`src/sv/hsp_pkg.sv`:
```
// ----------------------------------------------------------------------------
// hsp_pkg
// shared codes, widths and lookup functions for the status line parser
// ----------------------------------------------------------------------------
package hsp_pkg;

    localparam int BYTE_W    = 8;
    localparam int CODE_W    = 10;
    localparam int ACC_W     = 11;
    localparam int OUTCOME_W = 2;
    localparam int SPACES_W  = 4;
    localparam int REASON_W  = 8;
    localparam int CFG_W     = 8;
    localparam int CFG_ADDR_W = 1;

    // outcome codes
    localparam logic [OUTCOME_W-1:0] OUTCOME_OK      = 2'd0;
    localparam logic [OUTCOME_W-1:0] OUTCOME_FAULT   = 2'd1;
    localparam logic [OUTCOME_W-1:0] OUTCOME_PARSE   = 2'd2;
    localparam logic [OUTCOME_W-1:0] OUTCOME_UNKNOWN = 2'd3;

    // configuration register indexes
    localparam logic [CFG_ADDR_W-1:0] REG_WS_LIMIT   = 1'b0;
    localparam logic [CFG_ADDR_W-1:0] REG_MAX_REASON = 1'b1;

    localparam logic [SPACES_W-1:0] WS_LIMIT_RST   = 4'd5;
    localparam logic [REASON_W-1:0] MAX_REASON_RST = 8'd64;

    localparam logic [ACC_W-1:0] CODE_LIMIT     = 11'd1000;
    localparam logic [ACC_W-1:0] CODE_SATURATED = 11'd1001;

    localparam logic [BYTE_W-1:0] CHAR_ZERO  = 8'h30;
    localparam logic [BYTE_W-1:0] CHAR_NINE  = 8'h39;
    localparam logic [BYTE_W-1:0] CHAR_SPACE = 8'h20;
    localparam logic [BYTE_W-1:0] CHAR_TAB   = 8'h09;
    localparam logic [BYTE_W-1:0] CHAR_LF    = 8'h0a;
    localparam logic [BYTE_W-1:0] CHAR_CR    = 8'h0d;

    // space, tab, lf, vt, ff, cr
    function automatic logic is_ws(input logic [BYTE_W-1:0] b);
        return (b == CHAR_SPACE) || (b >= CHAR_TAB && b <= CHAR_CR);
    endfunction

    // table of the 58 registered status codes
    function automatic logic code_known(input logic [CODE_W-1:0] c);
        logic hit;
        unique case (c)
            10'd100, 10'd101, 10'd102,
            10'd200, 10'd201, 10'd202, 10'd203, 10'd204, 10'd205, 10'd206, 10'd207,
            10'd300, 10'd301, 10'd302, 10'd303, 10'd304, 10'd305, 10'd307, 10'd308,
            10'd400, 10'd401, 10'd402, 10'd403, 10'd404, 10'd405, 10'd406, 10'd407,
            10'd408, 10'd409, 10'd410, 10'd411, 10'd412, 10'd413, 10'd414, 10'd415,
            10'd416, 10'd417, 10'd421, 10'd422, 10'd423, 10'd424, 10'd425, 10'd426,
            10'd428, 10'd429, 10'd431, 10'd451,
            10'd500, 10'd502, 10'd503, 10'd504, 10'd505, 10'd506, 10'd507, 10'd508,
            10'd510, 10'd511, 10'd526:
                hit = 1'b1;
            default:
                hit = 1'b0;
        endcase
        return hit;
    endfunction

endpackage

```
`src/sv/http_status_line_parser.sv`:
```
// ----------------------------------------------------------------------------
// http_status_line_parser
// byte-wise parser for the code, spacing and reason phrase of a status line
// ----------------------------------------------------------------------------
//
//  channel  | direction | handshake         | payload
//  ---------+-----------+-------------------+----------------------------------
//  s_*      | in        | s_tvalid/s_tready | tdata: data_byte
//           |           |                   | tuser: stream_end, stream_fault
//  m_*      | out       | m_tvalid/m_tready | tdata: status_code
//           |           |                   | tuser: outcome
//  cfg_*    | in        | cfg_we            | cfg_addr 0 space limit, 1 reason limit
//
//  one word per cycle while results are taken: a word sits in the input register,
//  is parsed against the line state there and writes the result register
//  rst_n clears the line state, both valid flags and the limits to 5 and 64
//  a full result register that is not taken holds the parse stage; the input
//  register still takes one more word, then s_tready drops
//
module http_status_line_parser
(
    input  logic                             clk,
    input  logic                             rst_n,

    input  logic                             s_tvalid,
    output logic                             s_tready,
    input  logic [7:0]                       s_tdata,   // [7:0] data_byte
    input  logic [1:0]                       s_tuser,   // [0] stream_end, [1] stream_fault

    output logic                             m_tvalid,
    input  logic                             m_tready,
    output logic [15:0]                      m_tdata,   // [9:0] status_code, rest zero
    output logic [1:0]                       m_tuser,   // [1:0] outcome

    input  logic                             cfg_we,
    input  logic [hsp_pkg::CFG_ADDR_W-1:0]   cfg_addr,
    input  logic [hsp_pkg::CFG_W-1:0]        cfg_wdata
);
    import hsp_pkg::*;

    // line phases
    localparam logic [1:0] PH_DIGITS = 2'd0;
    localparam logic [1:0] PH_SPACES = 2'd1;
    localparam logic [1:0] PH_REASON = 2'd2;

    // configuration
    logic [SPACES_W-1:0] ws_limit_reg;
    logic [REASON_W-1:0] max_reason_reg;

    // input register
    logic                in_valid_reg;
    logic [BYTE_W-1:0]   in_byte_reg;
    logic                in_end_reg;
    logic                in_fault_reg;

    // line state
    logic [1:0]          phase_reg,   phase_next;
    logic [ACC_W-1:0]    acc_reg,     acc_next;
    logic                seen_reg,    seen_next;
    logic [SPACES_W-1:0] spaces_reg,  spaces_next;
    logic [REASON_W-1:0] reason_reg,  reason_next;
    logic                cr_reg,      cr_next;

    // result register
    logic                out_valid_reg, out_valid_next;
    logic [OUTCOME_W-1:0] out_outcome_reg;
    logic [CODE_W-1:0]   out_code_reg;

    logic                out_free;
    logic                fire;
    logic                fin;
    logic [OUTCOME_W-1:0] fin_outcome;
    logic [CODE_W-1:0]   fin_code;

    logic                is_digit;
    logic [3:0]          digit_val;
    logic [13:0]         acc_mul;
    logic                to_spaces;
    logic                to_reason;
    logic [SPACES_W-1:0] spaces_inc;
    logic [REASON_W-1:0] reason_inc;

    assign out_free = !out_valid_reg || m_tready;
    assign fire     = in_valid_reg && out_free;
    assign s_tready = !in_valid_reg || out_free;

    assign m_tvalid = out_valid_reg;
    assign m_tdata  = {{(16-CODE_W){1'b0}}, out_code_reg};
    assign m_tuser  = out_outcome_reg;

    assign is_digit   = (in_byte_reg >= CHAR_ZERO) && (in_byte_reg <= CHAR_NINE);
    assign digit_val  = 4'(in_byte_reg - CHAR_ZERO);
    // acc * 10 + digit, acc is at most 1001 here
    assign acc_mul    = ({3'b000, acc_reg} << 3) + ({3'b000, acc_reg} << 1)
                        + {10'd0, digit_val};
    assign spaces_inc = spaces_reg + 4'd1;
    assign reason_inc = reason_reg + 8'd1;

    // parse one word against the line state
    always_comb
    begin
        phase_next  = phase_reg;
        acc_next    = acc_reg;
        seen_next   = seen_reg;
        spaces_next = spaces_reg;
        reason_next = reason_reg;
        cr_next     = cr_reg;
        fin         = 1'b0;
        fin_outcome = OUTCOME_OK;
        fin_code    = acc_reg[CODE_W-1:0];
        to_spaces   = 1'b0;
        to_reason   = 1'b0;

        if (in_fault_reg)
        begin
            fin         = 1'b1;
            fin_outcome = OUTCOME_FAULT;
            if (phase_reg != PH_SPACES && phase_reg != PH_REASON)
                fin_code = '0;
        end
        else
        begin
            // digits, the unused phase code behaves the same
            if (phase_reg != PH_SPACES && phase_reg != PH_REASON)
            begin
                if (!in_end_reg && is_digit)
                begin
                    if (acc_reg > CODE_LIMIT || acc_mul > {3'b000, CODE_LIMIT})
                        acc_next = CODE_SATURATED;
                    else
                        acc_next = acc_mul[ACC_W-1:0];
                    seen_next = 1'b1;
                end
                else if (!seen_reg || acc_reg > CODE_LIMIT)
                begin
                    fin         = 1'b1;
                    fin_outcome = OUTCOME_PARSE;
                    fin_code    = '0;
                end
                else if (!code_known(acc_reg[CODE_W-1:0]))
                begin
                    fin         = 1'b1;
                    fin_outcome = OUTCOME_UNKNOWN;
                end
                else
                begin
                    to_spaces = 1'b1;
                end
            end

            // whitespace between code and reason
            if (phase_reg == PH_SPACES || to_spaces)
            begin
                if (spaces_reg >= ws_limit_reg)
                begin
                    if (spaces_reg == '0)
                    begin
                        fin         = 1'b1;
                        fin_outcome = OUTCOME_PARSE;
                    end
                    else
                        to_reason = 1'b1;
                end
                else if (in_end_reg)
                begin
                    fin         = 1'b1;
                    fin_outcome = OUTCOME_PARSE;
                end
                else if (is_ws(in_byte_reg))
                begin
                    spaces_next = spaces_inc;
                    phase_next  = PH_SPACES;
                    if (spaces_inc >= ws_limit_reg)
                    begin
                        phase_next = PH_REASON;
                        if (reason_reg >= max_reason_reg)
                        begin
                            fin         = 1'b1;
                            fin_outcome = OUTCOME_PARSE;
                        end
                    end
                end
                else if (spaces_reg == '0)
                begin
                    fin         = 1'b1;
                    fin_outcome = OUTCOME_PARSE;
                end
                else
                    to_reason = 1'b1;
            end

            // reason phrase up to cr lf
            if (phase_reg == PH_REASON || to_reason)
            begin
                if (reason_reg >= max_reason_reg || in_end_reg)
                begin
                    fin         = 1'b1;
                    fin_outcome = OUTCOME_PARSE;
                end
                else if (in_byte_reg == CHAR_LF && cr_reg)
                begin
                    fin         = 1'b1;
                    fin_outcome = OUTCOME_OK;
                end
                else
                begin
                    phase_next  = PH_REASON;
                    cr_next     = (in_byte_reg == CHAR_CR);
                    reason_next = reason_inc;
                    if (reason_inc >= max_reason_reg)
                    begin
                        fin         = 1'b1;
                        fin_outcome = OUTCOME_PARSE;
                    end
                end
            end
        end

        // a finished line rearms the parser
        if (fin)
        begin
            phase_next  = PH_DIGITS;
            acc_next    = '0;
            seen_next   = 1'b0;
            spaces_next = '0;
            reason_next = '0;
            cr_next     = 1'b0;
        end
    end

    assign out_valid_next = fire ? fin : (out_valid_reg && !m_tready);

    // configuration writes
    always_ff @(posedge clk or negedge rst_n)
    begin
        if (!rst_n)
        begin
            ws_limit_reg   <= WS_LIMIT_RST;
            max_reason_reg <= MAX_REASON_RST;
        end
        else if (cfg_we)
        begin
            unique case (cfg_addr)
                REG_WS_LIMIT:   ws_limit_reg   <= cfg_wdata[SPACES_W-1:0];
                REG_MAX_REASON: max_reason_reg <= cfg_wdata[REASON_W-1:0];
                default:        ws_limit_reg   <= ws_limit_reg;
            endcase
        end
    end

    // control and line state
    always_ff @(posedge clk or negedge rst_n)
    begin
        if (!rst_n)
        begin
            in_valid_reg  <= 1'b0;
            out_valid_reg <= 1'b0;
            phase_reg     <= PH_DIGITS;
            acc_reg       <= '0;
            seen_reg      <= 1'b0;
            spaces_reg    <= '0;
            reason_reg    <= '0;
            cr_reg        <= 1'b0;
        end
        else
        begin
            out_valid_reg <= out_valid_next;
            if (s_tready)
                in_valid_reg <= s_tvalid;
            if (fire)
            begin
                phase_reg  <= phase_next;
                acc_reg    <= acc_next;
                seen_reg   <= seen_next;
                spaces_reg <= spaces_next;
                reason_reg <= reason_next;
                cr_reg     <= cr_next;
            end
        end
    end

    // payload registers
    always_ff @(posedge clk)
    begin
        if (s_tready && s_tvalid)
        begin
            in_byte_reg  <= s_tdata;
            in_end_reg   <= s_tuser[0];
            in_fault_reg <= s_tuser[1];
        end
        if (fire && fin)
        begin
            out_outcome_reg <= fin_outcome;
            out_code_reg    <= fin_code;
        end
    end

    // accumulator never passes the saturation value
    a_acc_range: assert property (@(posedge clk) disable iff (!rst_n)
        acc_reg <= CODE_SATURATED)
        else $error("code accumulator out of range");

    // past the digits phase a digit has been seen
    a_seen_phase: assert property (@(posedge clk) disable iff (!rst_n)
        (phase_reg == PH_SPACES || phase_reg == PH_REASON) |-> seen_reg)
        else $error("left digits phase without a digit");

    // a faulting word always produces a result
    a_fault_result: assert property (@(posedge clk) disable iff (!rst_n)
        (fire && in_fault_reg) |=> (out_valid_reg && out_outcome_reg == OUTCOME_FAULT))
        else $error("fault word gave no fault result");

    // a result rearms the line state
    a_rearm: assert property (@(posedge clk) disable iff (!rst_n)
        (fire && fin) |=> (phase_reg == PH_DIGITS && acc_reg == '0 && !seen_reg))
        else $error("parser not rearmed after result");

    // a good line carries a known code
    a_ok_known: assert property (@(posedge clk) disable iff (!rst_n)
        (out_valid_reg && out_outcome_reg == OUTCOME_OK) |-> code_known(out_code_reg))
        else $error("ok result with unknown code");

endmodule
```
`config.mk`:
```
export PLATFORM = sky130hd
export DESIGN_NAME = http_status_line_parser
export DESIGN_NICKNAME = d
export VERILOG_FILES = /design/src/sv/hsp_pkg.sv /design/src/sv/http_status_line_parser.sv
export SDC_FILE = /design/constraint.sdc
export NUM_CORES = 1
export LEC_CHECK = 0
export BUFFER_PORTS_ARGS = -buffer_cell sky130_fd_sc_hd__buf_2
export CAP_MARGIN = 10
export CORE_UTILIZATION = 60
export CTS_CLUSTER_DIAMETER = 30
export CTS_CLUSTER_SIZE = 25
export DETAILED_ROUTE_END_ITERATION = 10
export GPL_ROUTABILITY_DRIVEN = 0
export GPL_TIMING_DRIVEN = 0
export HOLD_SLACK_MARGIN = 0.1
export PLACE_DENSITY = 0.83
export SLEW_MARGIN = 20
export SYNTH_ARGS = -nofsm -noshare
export SYNTH_HDL_FRONTEND = slang
export SYNTH_SLANG_ARGS = --single-unit
```
`constraint.sdc`:
```
create_clock -name clk -period 9.2 [get_ports clk]
set_input_delay 1.38 -clock clk [delete_from_list [all_inputs] [get_ports clk]]
set_output_delay 1.38 -clock clk [all_outputs]
set_load 0.05 [all_outputs]
```
==> flow_summary.ini <==
[run_status]
run_status = finished clean

[placement]
number_of_buffers_inserted_by_port_buffering = 37
placed_cell_area_mm2 = 0.00501
dpl.hpwl_um = 7200

[route]
detailroute.via_count = 3748
drt-pass1-iter-count = 5
drc_errors = 0
drtAntennaViolNets = 0
detail_route.wirelength_um = 9540
first_iter_violations = 276
vias_per_cell = 6.06
routed_wire_length_per_instance_um = 15.4

[cts]
cts_post_setup_buffers_inserted = 0
cts_sinks = 63
cts_tree = built
ctsHtreeMaxLevel = 3
numCtsBuffers = 9
clock_tree.root_cell = sky130_fd_sc_hd__clkbuf_8
cts.clk_slew.worst_paths_ns = 0.07
clock_insertion_delay_worst_skew_ns = 0.35
ctsResizeCount = 0
clock_path_buffers = 2
hold_buffers = 0

[critical_path]
startpoint_type = flip-flop
maximum_fanout_along_the_worst_path = 9
worstPathArrival_ns = 4.13
path_class = flip-flop to flip-flop
cp.required_ns = 9.47
critical_path_sink_type = flip-flop

[logic_synthesis]
synth_enable_flop_cells = 22
syn-cell-area_mm2 = 0.00467
yosys.area.top_type_share_pct = 20.3
ys.warnings.count = 0
library_cell_occupying_the_most_area_in_the_post_synthesis_netlist = sky130_fd_sc_hd__dfrtp_1
yosysSeqAreaShare_pct = 36.2
synth.distinct_cells = 82
synthFlopType = sky130_fd_sc_hd__dfrtp_1
post_synth_inst_count = 461
synth_area_per_cell_um2 = 10.1
async_reset_ff_share_pct = 65.1
synth_register_bits = 63
ranking_of_synthesized_cells_by_area = sky130_fd_sc_hd__dfrtp_1, sky130_fd_sc_hd__edfxtp_1, sky130_fd_sc_hd__ha_1

[timing]
final.setup.tns_ns = 0
setup-violations-final = 0
report.final.slew_viol_count = 0
final.period_utilization_pct = 42.0
fin_hold_ws_ns = 0.496
setup_repair_after_global_routing_missed_its_margin = no
max_freq_ghz = 0.259
final_hold_viol_count = 0
final_period_minus_worst_setup_slack_ns = 3.86
skew_ns = 0.00907
timing.max_slew.rel_slack_pct = 38.3
tightest_slew_ns = 0.926

[floorplan]
die-height_um = 90.3
fp.dieArea_mm2 = 0.00815
die_width_um = 90.3
pin_count = 44
core_area_mm2 = 0.00741
count_of_standard_cell_rows = 31
initial_core_util_pct = 63.1

[global_route]
grt_pass1_wl_um = 16400
maximum_number_of_pins_on_one_net_before_global_route_repair = 42
globalRouteOverflowTotal = 0
track_usage_pct = 24.7
grt_pass1_vias = 3619
antenna_found_initial = 0

[final_layout]
stdcell_area_mm2 = 0.00519
num-nets-final = 590
insertedDiodeCount = 0
post_route_cells_drive_above_1_share_pct = 21.6
largest_register_ff_count = 11
fill_cell_count = 561
syn_to_final_growth_pct = 11.1
fin_util_pct = 70.1

[power_and_ir_drop]
irDropWorstVdd_mv = 0.108
power.leakage_nw = 2.44
power_density_mw_per_mm2 = 123

[min_path]
worst_hold_path_type = flip-flop to flip-flop

[run]
cap_viol_max_count = 0
[cells in the mapped netlist (all sizes together) (8+ instances only)]
cell	instances
nor2	29
dfrtp	38
ha	50
and3	8
mux2	10
buf	18
edfxtp	22
and2	15
a22o	14
nor2b	8
nand2b	8
nand3	14
o21ai	22
inv	33
a21o	10
nand2	33
a21oi	14
[cell usage in the layout (no fill, tap or decap), drive strengths merged, types with 6 or more instances in the layout]
cell,instances
a211oi,6
a21o,10
a21oi,14
a22o,14
and2,15
and3,8
buf,55
clkbuf,14
conb,6
dfrtp,38
edfxtp,22
ha,50
inv,33
mux2,10
nand2,33
nand2b,8
nand3,14
nor2,29
nor2b,8
nor3,7
o21ai,22
[report_power, final]
group	internal [mW]	switching (mW)	leakage (nW)
Combinational	0.0316	0.0621	1.60
Clock	0.119	0.107	0.0954
Sequential	0.308	0.00883	0.752
Total	0.459	0.178	2.44
[layout make-up]
class,count,area [µm²],share of cell area (%)
inverter,33,124,2.39
sequential,63,1690,32.6
multi-input combinational,351,2730,52.5
tap,99,124,2.39
clock buffer,13,169,3.25
clock inverter,3,17.5,0.337
timing repair buffer,37,185,3.57
buffer,19,156,3.01
[path summary, 6_finish.rpt]
kind	to	depth (start not counted)	slack [ns]	startpoint
min in group asynchronous	reason_reg[5]	1	1.17	rst_n
setup reg to reg	acc_reg[4]	11	5.34	acc_reg[2]
max in group asynchronous	acc_reg[9]	1	7.45	rst_n
setup / recovery	acc_reg[4]	11	5.34	acc_reg[2]
hold reg to reg	cr_reg	1	0.50	cr_reg
hold / removal	cr_reg	1	0.50	cr_reg
[cells by family (layout without fill, tap and decap cells)]
kind of cell               Yosys count  after routing  synth area share (%)
and+or+nand+nor                    157            157                  19.2
adders and majority gates           52             52                  14.2
buffers and inverters               52            105                  6.00
DFF                                 63             63                  36.2
xor gates and xnor gates             8              8                  1.50
muxes                               11             11                  2.62
other                                1              6                0.0802
AOI/OAI and AO/OA                  117            117                  20.2
[per-layer routing]
metal,part of all wire (%),global-route usage (%)
met5,0,0
met4,2.0,9.01
met3,6.6,4.12
met2,45,39.2
met1,46,34.2
[stage by stage]
step | instances | power, mW | setup slack (ns)
global placement | 602 | 0.411 | 5.29
detailed placement | 602 | 0.415 | 5.39
global route | 618 | 0.662 | 5.11
floorplan | 466 | 0.388 | 5.75
finish | 618 | 0.637 | 5.34
CTS | 618 | 0.639 | 5.36
[worst max-delay path: stages (launching register included)]
cell and delay (ns):
sky130_fd_sc_hd__dfrtp_1 0.51, sky130_fd_sc_hd__fa_1 0.59, sky130_fd_sc_hd__inv_1 0.07, sky130_fd_sc_hd__fa_1 0.46, sky130_fd_sc_hd__nor2b_1 0.17, sky130_fd_sc_hd__o31a_1 0.18
sky130_fd_sc_hd__o31ai_1 0.11, sky130_fd_sc_hd__or4b_1 0.52, sky130_fd_sc_hd__a21oi_1 0.36, sky130_fd_sc_hd__o41ai_1 0.23, sky130_fd_sc_hd__or4_4 0.45, sky130_fd_sc_hd__o2bb2ai_2 0.14
Power figures use the tool's default switching activity.
